[src/sv/eir_pkg.sv]
`default_nettype none
// ----------------------------------------------------------------------------
// eir_pkg: shared types and constants of the exact integer nth root core
// Widths, the controller states and the command/status bundles that pass
// between the controller and the datapath.
// ----------------------------------------------------------------------------
package eir_pkg;

  localparam int unsigned ValueBits = 32;
  localparam int unsigned ExpBits   = 6;
  localparam int unsigned InBits    = ExpBits + 32;
  localparam int unsigned InBytes   = (InBits + 7) / 8;
  localparam int unsigned InDataW   = InBytes * 8;
  localparam int unsigned OutDataW  = 32;

  typedef enum logic [4:0] {
    ST_IDLE   = 5'b00001,
    ST_SEARCH = 5'b00010,
    ST_POW    = 5'b00100,
    ST_CMP    = 5'b01000,
    ST_FIN    = 5'b10000
  } state_e;

  typedef struct packed {
    logic load_in;
    logic start_trial;
    logic mul;
    logic acc_take;
    logic go_up;
    logic go_down;
    logic set_hit;
    logic load_out;
  } cmd_t;

  typedef struct packed {
    logic lo_gt_hi;
    logic k_done;
    logic acc_eq;
    logic acc_lt;
    logic prod_gt;
  } sts_t;

endpackage
`default_nettype wire

[src/sv/eir_dpath.sv]
`default_nettype none
// ----------------------------------------------------------------------------
// eir_dpath: search datapath
// Holds the search bounds, the trial root, the running power and the
// registered product of the shared multiplier, plus the result register.
// ----------------------------------------------------------------------------
module eir_dpath
  import eir_pkg::*;
(
  input  wire logic                 clk_i,
  input  wire logic [ExpBits-1:0]   exponent_i,
  input  wire logic [31:0]          value_i,
  input  wire cmd_t                 cmd_i,
  output sts_t                      sts_o,
  output logic                      found_o,
  output logic [31:0]               root_o
);

  logic [ValueBits-1:0]   m_q;
  logic [ExpBits-1:0]     n_q;
  logic [ExpBits-1:0]     k_q;
  logic [ValueBits:0]     lo_q;
  logic [ValueBits-1:0]   hi_q;
  logic [ValueBits-1:0]   mid_q;
  logic [ValueBits-1:0]   acc_q;
  logic [2*ValueBits-1:0] prod_q;
  logic                   hit_q;
  logic                   found_q;
  logic [31:0]            root_q;
  logic [ValueBits+1:0]   sum;
  logic [ValueBits-1:0]   mid_d;

  assign sum   = (ValueBits+2)'(lo_q) + (ValueBits+2)'(hi_q);
  assign mid_d = sum[ValueBits:1];

  always_ff @(posedge clk_i) begin
    if (cmd_i.load_in) begin
      m_q   <= value_i[ValueBits-1:0];
      n_q   <= exponent_i;
      lo_q  <= (ValueBits+1)'(1);
      hi_q  <= value_i[ValueBits-1:0];
      hit_q <= 1'b0;
    end
    if (cmd_i.start_trial) begin
      mid_q <= mid_d;
      acc_q <= ValueBits'(1);
      k_q   <= '0;
    end
    if (cmd_i.mul) begin
      prod_q <= (2*ValueBits)'(acc_q) * (2*ValueBits)'(mid_q);
      k_q    <= k_q + ExpBits'(1);
    end
    if (cmd_i.acc_take) begin
      acc_q <= prod_q[ValueBits-1:0];
    end
    if (cmd_i.go_up) begin
      lo_q <= (ValueBits+1)'(mid_q) + (ValueBits+1)'(1);
    end
    if (cmd_i.go_down) begin
      hi_q <= mid_q - ValueBits'(1);
    end
    if (cmd_i.set_hit) begin
      hit_q <= 1'b1;
    end
    if (cmd_i.load_out) begin
      found_q <= hit_q;
      root_q  <= hit_q ? 32'(mid_q) : 32'd0;
    end
  end

  assign sts_o.lo_gt_hi = lo_q > (ValueBits+1)'(hi_q);
  assign sts_o.k_done   = k_q == n_q;
  assign sts_o.acc_eq   = acc_q == m_q;
  assign sts_o.acc_lt   = acc_q < m_q;
  assign sts_o.prod_gt  = prod_q > (2*ValueBits)'(m_q);

  assign found_o = found_q;
  assign root_o  = root_q;

endmodule
`default_nettype wire

[src/sv/eir_ctrl.sv]
`default_nettype none
// ----------------------------------------------------------------------------
// eir_ctrl: search controller
// Sequences bisection steps and the repeated multiplication of each trial,
// and owns the request handshakes on both sides.
// ----------------------------------------------------------------------------
module eir_ctrl
  import eir_pkg::*;
(
  input  wire logic clk_i,
  input  wire logic rst_ni,
  input  wire logic in_valid_i,
  output logic      in_ready_o,
  output logic      out_valid_o,
  input  wire logic out_ready_i,
  input  wire sts_t sts_i,
  output cmd_t      cmd_o
);

  state_e state_q, state_d;
  logic   out_valid_q, out_valid_d;

  always_comb begin
    state_d     = state_q;
    out_valid_d = out_valid_q;
    cmd_o       = '0;
    if (out_valid_q && out_ready_i) begin
      out_valid_d = 1'b0;
    end
    unique case (state_q)
      ST_IDLE: begin
        if (in_valid_i) begin
          cmd_o.load_in = 1'b1;
          state_d       = ST_SEARCH;
        end
      end
      ST_SEARCH: begin
        if (sts_i.lo_gt_hi) begin
          state_d = ST_FIN;
        end else begin
          cmd_o.start_trial = 1'b1;
          state_d           = ST_POW;
        end
      end
      ST_POW: begin
        if (!sts_i.k_done) begin
          cmd_o.mul = 1'b1;
          state_d   = ST_CMP;
        end else if (sts_i.acc_eq) begin
          cmd_o.set_hit = 1'b1;
          state_d       = ST_FIN;
        end else if (sts_i.acc_lt) begin
          cmd_o.go_up = 1'b1;
          state_d     = ST_SEARCH;
        end else begin
          cmd_o.go_down = 1'b1;
          state_d       = ST_SEARCH;
        end
      end
      ST_CMP: begin
        if (sts_i.prod_gt) begin
          cmd_o.go_down = 1'b1;
          state_d       = ST_SEARCH;
        end else begin
          cmd_o.acc_take = 1'b1;
          state_d        = ST_POW;
        end
      end
      ST_FIN: begin
        if (!out_valid_q || out_ready_i) begin
          cmd_o.load_out = 1'b1;
          out_valid_d    = 1'b1;
          state_d        = ST_IDLE;
        end
      end
      default: begin
        state_d = ST_IDLE;
      end
    endcase
  end

  always_ff @(posedge clk_i or negedge rst_ni) begin
    if (!rst_ni) begin
      state_q     <= ST_IDLE;
      out_valid_q <= 1'b0;
    end else begin
      state_q     <= state_d;
      out_valid_q <= out_valid_d;
    end
  end

  assign in_ready_o  = state_q == ST_IDLE;
  assign out_valid_o = out_valid_q;

endmodule
`default_nettype wire

[src/sv/exact_integer_nth_root_core.sv]
`default_nettype none
// ----------------------------------------------------------------------------
// exact_integer_nth_root_core: exact integer nth root by bisection
// Finds r with r^n == m, or reports that none exists.
// ----------------------------------------------------------------------------
// Each request carries an exponent n and a value m; the core bisects 1..m
// and returns found plus the exact root (root 0 when not found; m of zero
// gives not found, n of zero finds only m == 1). One request is worked at a
// time. Each bisection step starts a trial root and raises it to the power n
// by repeated multiplication, ending the step early when a partial product
// passes m; a request takes at most 32 bisection steps. The single shared
// 32x32 multiplier is registered before its compare. A finished result waits
// in an output register, so the next request is taken while it is still
// unread.
// ----------------------------------------------------------------------------
module exact_integer_nth_root_core
  import eir_pkg::*;
(
  input  wire logic                clk_i,
  input  wire logic                rst_ni,
  input  wire logic                s_axis_tvalid,
  output logic                     s_axis_tready,
  input  wire logic [InDataW-1:0]  s_axis_tdata,   // [5:0] exponent, [37:6] value
  output logic                     m_axis_tvalid,
  input  wire logic                m_axis_tready,
  output logic [OutDataW-1:0]      m_axis_tdata,   // [31:0] root
  output logic                     m_axis_tuser    // [0] found
);

  cmd_t cmd;
  sts_t sts;

  eir_ctrl u_ctrl (
    .clk_i       (clk_i),
    .rst_ni      (rst_ni),
    .in_valid_i  (s_axis_tvalid),
    .in_ready_o  (s_axis_tready),
    .out_valid_o (m_axis_tvalid),
    .out_ready_i (m_axis_tready),
    .sts_i       (sts),
    .cmd_o       (cmd)
  );

  eir_dpath u_dpath (
    .clk_i      (clk_i),
    .exponent_i (s_axis_tdata[ExpBits-1:0]),
    .value_i    (s_axis_tdata[ExpBits+31:ExpBits]),
    .cmd_i      (cmd),
    .sts_o      (sts),
    .found_o    (m_axis_tuser),
    .root_o     (m_axis_tdata)
  );

endmodule
`default_nettype wire

[config.mk]
export PLATFORM = sky130hd
export DESIGN_NAME = exact_integer_nth_root_core
export DESIGN_NICKNAME = d
export VERILOG_FILES = /design/src/sv/eir_pkg.sv /design/src/sv/eir_dpath.sv /design/src/sv/eir_ctrl.sv /design/src/sv/exact_integer_nth_root_core.sv
export SDC_FILE = /design/constraint.sdc
export NUM_CORES = 2
export LEC_CHECK = 0
export BUFFER_PORTS_ARGS = -buffer_cell sky130_fd_sc_hd__buf_2
export CAP_MARGIN = 20
export CELL_PAD_IN_SITES_DETAIL_PLACEMENT = 1
export CELL_PAD_IN_SITES_GLOBAL_PLACEMENT = 1
export CORE_ASPECT_RATIO = 1.4
export CORE_UTILIZATION = 45
export CTS_BUF_LIST = sky130_fd_sc_hd__clkbuf_2 sky130_fd_sc_hd__clkbuf_4 sky130_fd_sc_hd__clkbuf_8
export CTS_CLUSTER_DIAMETER = 80
export DETAILED_ROUTE_END_ITERATION = 16
export HOLD_SLACK_MARGIN = 0.06
export PLACE_DENSITY = 0.72
export SLEW_MARGIN = 10
export SYNTH_ARGS = -nofsm -noshare
export SYNTH_HDL_FRONTEND = slang
export SYNTH_SLANG_ARGS = --single-unit
[constraint.sdc]
create_clock -name clk_i -period 12.5 [get_ports clk_i]
set_input_delay 1.25 -clock clk_i [delete_from_list [all_inputs] [get_ports clk_i]]
set_output_delay 1.25 -clock clk_i [all_outputs]
set_load 0.05 [all_outputs]
==> run summary <==
Run status: completed
Reg2Reg Depth: 22
Wirelength per Cell: 22.9 um
Routed Antenna Nets: 0
Synth Flop Type: edfxtp_1
HP Class: in -> async
Number of CTS-inserted buffers: 43
Setup Viol. Count Final: 0
Final hold violation count: 0
Routed via count: 34400
Share of cells above drive strength 1: 5.71%
Clk buf depth: 3
Core Region: 106000 um2
Iter 0 DRT Violations: 1609
# clock sinks: 277
Top post-synthesis cells by count: inv_1, fa_1, and2_1
CP arrival: 9.63 ns
Synthesis warning total: 0
CP Launch Type: register
Post-synthesis sequential area ratio: 17.2%
Rel. slew slack: 30.3%
Initial Utilization: 45.6%
Reg2Reg Capture Point: u_dpath.prod_q[56]
Die Ht: 389 um
Global-route wire length before repair: 228000 um
Slowest CP cell: edfxtp_1
Unrepaired setup endpoints after global routing: no
CP delay by family, top: adder cells
Unique masters post-synth: 80
Fin crit period: 9.27 ns
Fillcell total: 12000
Post-CTS sizing: 0
Sum Neg Setup Slack: 0 ns
CTS tree: yes
Async SR Flop Fraction: 2.17%
PortBufs: 76
Global Route Usage Sum: 27.6%
Hold buffer count at CTS: 0
Mapped Area: 48200 um2
Synth Register Bits: 277
Vias in the first global route: 39800
Mapped Nets: 6296
# rows: 141
Largest net degree at the start of global routing: 65
Maxcap violations: 0
Post-DP HPWL: 115000 um
Final clock skew: 0.0503 ns
Share of the synthesized area in the top cell type: 37.2%
Slew @ Worst Pin: 1.05 ns
Count leader, synth: inv_1
Post-synth EDFFs: 270
Maximum fanout along the worst path: 31
Reg2reg start: u_dpath.mid_q[8]
Yosys top cell by area: fa_1
Max Freq: 108 MHz
Synth Area per Inst: 9.72 um2
Initial antenna violation count: 8
Root Buffer: clkbuf_8
Later-pin clock latency in the skew report: 0.65 ns
CP Depth: 22
Max incr delay on CP: 0.74 ns
Die Wd: 279 um
Final Cycle Share: 74.1%
Clk slew on worst S/H paths: 0.07 ns
Placer Congestion: 0.925
CP Cell Sequence: buf_4, and2_1, fa_1, fa_1, inv_1, fa_1, fa_1, inv_1, fa_1, fa_1, fa_1, fa_1, ha_1, nand2_1, nor3_1, nand3_1, o32ai_1, or4_1, a31oi_1, a21o_1, and4b_1, a311o_1
CP bufs+invs: 3
Post-CTS setup buffer count: 0
Crit Path Class: reg -> reg
Htree depth: 2
I/O Pins: 79
Die ar.: 109000 um2
Pins over their slew limit: 0
Reg2reg setup slack: 3.23 ns
Crit path top cell by count: fa_1
Cell count after synthesis: 4961
DR pass1 iterations: 5
Critical Path RT: 12.86 ns
Area growth syn-to-layout: 5.18%
# nets final: 6232
Final Routed Wirelength: 144000 um
Total gr overflow: 0
DR DRC count: 0
Crit path capture type: register
Via density: 5.47
Top area cells in the synthesized netlist: fa_1, edfxtp_1, ha_1
sequential cells by signal, summed over array words and instances (netlist names):
register / flops
u_dpath.mid_q: 32
u_dpath.k_q: 6
u_dpath.n_q: 6
u_dpath.hi_q: 32
u_ctrl.state_q: 5
u_dpath.lo_q: 33
u_dpath.prod_q: 64
u_ctrl.out_valid_o: 1
u_dpath.acc_q: 32
u_dpath.found_o: 1
u_dpath.m_q: 32
u_dpath.root_o: 32
u_dpath.hit_q: 1
layout by cell type (no fill, tap or decap), types with 6 or more instances in the layout:
cell type  synthesis  routed
a21oi_1          122     122
mux2_2            32      32
buf_2              3      76
a21o_1            53      53
xnor2_1           88      88
o211ai_1          10      10
nor3_1            33      33
ha_1             394     394
or2_2              6       6
nand2_1          532     532
clkinv_1           0      11
a211oi_1          20      20
inv_1            963     961
nor4_1            23      23
and3_1            19      19
fa_1             897     897
xor2_1            68      68
edfxtp_1         270     270
nor2b_1           18      17
o21ai_0           72      71
and2_1           664     664
a31oi_1           13      13
nand4_1           37      37
o21bai_1          29      29
nand2b_1          17      17
nor2_1           149     149
or4_1              6       6
clkbuf_8           0      43
nand3_1           41      41
buf_4              0      86
o21a_1             7       7
a21boi_0           6       6
or3_1             11      11
clkbuf_4           0      11
worst max-delay path by stage:
stage	startpoint	to
global placement	u_dpath.mid_q[8]	u_dpath.prod_q[56]
detailed placement	u_dpath.mid_q[8]	u_dpath.prod_q[56]
floorplan	u_dpath.mid_q[7]	u_dpath.prod_q[56]
finish	u_dpath.mid_q[8]	u_dpath.prod_q[56]
CTS	u_dpath.mid_q[8]	u_dpath.prod_q[56]
global route	u_dpath.mid_q[9]	u_dpath.prod_q[56]
final cells by class:
class	instances	area, um2	area share [%]
Timing Repair Buffer	162	1030	2.02
Antenna cell	2	5.00	0.00987
Tap cell	1358	1700	3.35
Clock inverter	18	105	0.207
Inverter	963	3610	7.13
Clock buffer	54	674	1.33
Sequential cell	277	8280	16.3
Multi-Input combinational cell	3450	35300	69.6
layer usage:
layer | track usage, % | up-vias | wire (um)
met4 | 11.7 | 0 | 6590
met1 | 32.0 | 18300 | 54800
met5 | 0 | - | 0
li1 | - | 15000 | -
met3 | 1.67 | 285 | 4660
met2 | 52.4 | 717 | 77900
logic make-up after synthesis:
family                   Yosys count  synth area share (%)
AND/OR/NAND/NOR                 1586                  17.1
XOR/XNOR                         156                  2.83
AO/OA/AOI/OAI                    383                  5.06
flip-flops                       277                  17.2
adder cells (fa/ha/maj)         1291                  47.5
buffers and inverters           1234                  9.63
multiplexers                      34                 0.794
stage by stage:
| step | util [%] | cell area [um2] | setup slack (ns) | hold WS, ns | cells |
|---|---|---|---|---|---|
| final | 47.9 | 50700 | 3.23 | 0.428 | 6284 |
| after global routing | 47.9 | 50700 | 2.96 | 0.412 | 6283 |
| after CTS | 47.9 | 50700 | 3.21 | 0.395 | 6282 |
| after detailed placement | 47.2 | 49900 | 3.28 | 0.509 | 6210 |
| after global placement | 47.2 | 49900 | 3.35 | 0.499 | 6210 |
| after floorplan | - | 48200 | 4.78 | 0.483 | 4961 |
Power is not shown: default switching activity piles up to over one toggle a cycle in this logic, so the estimate is an artifact.
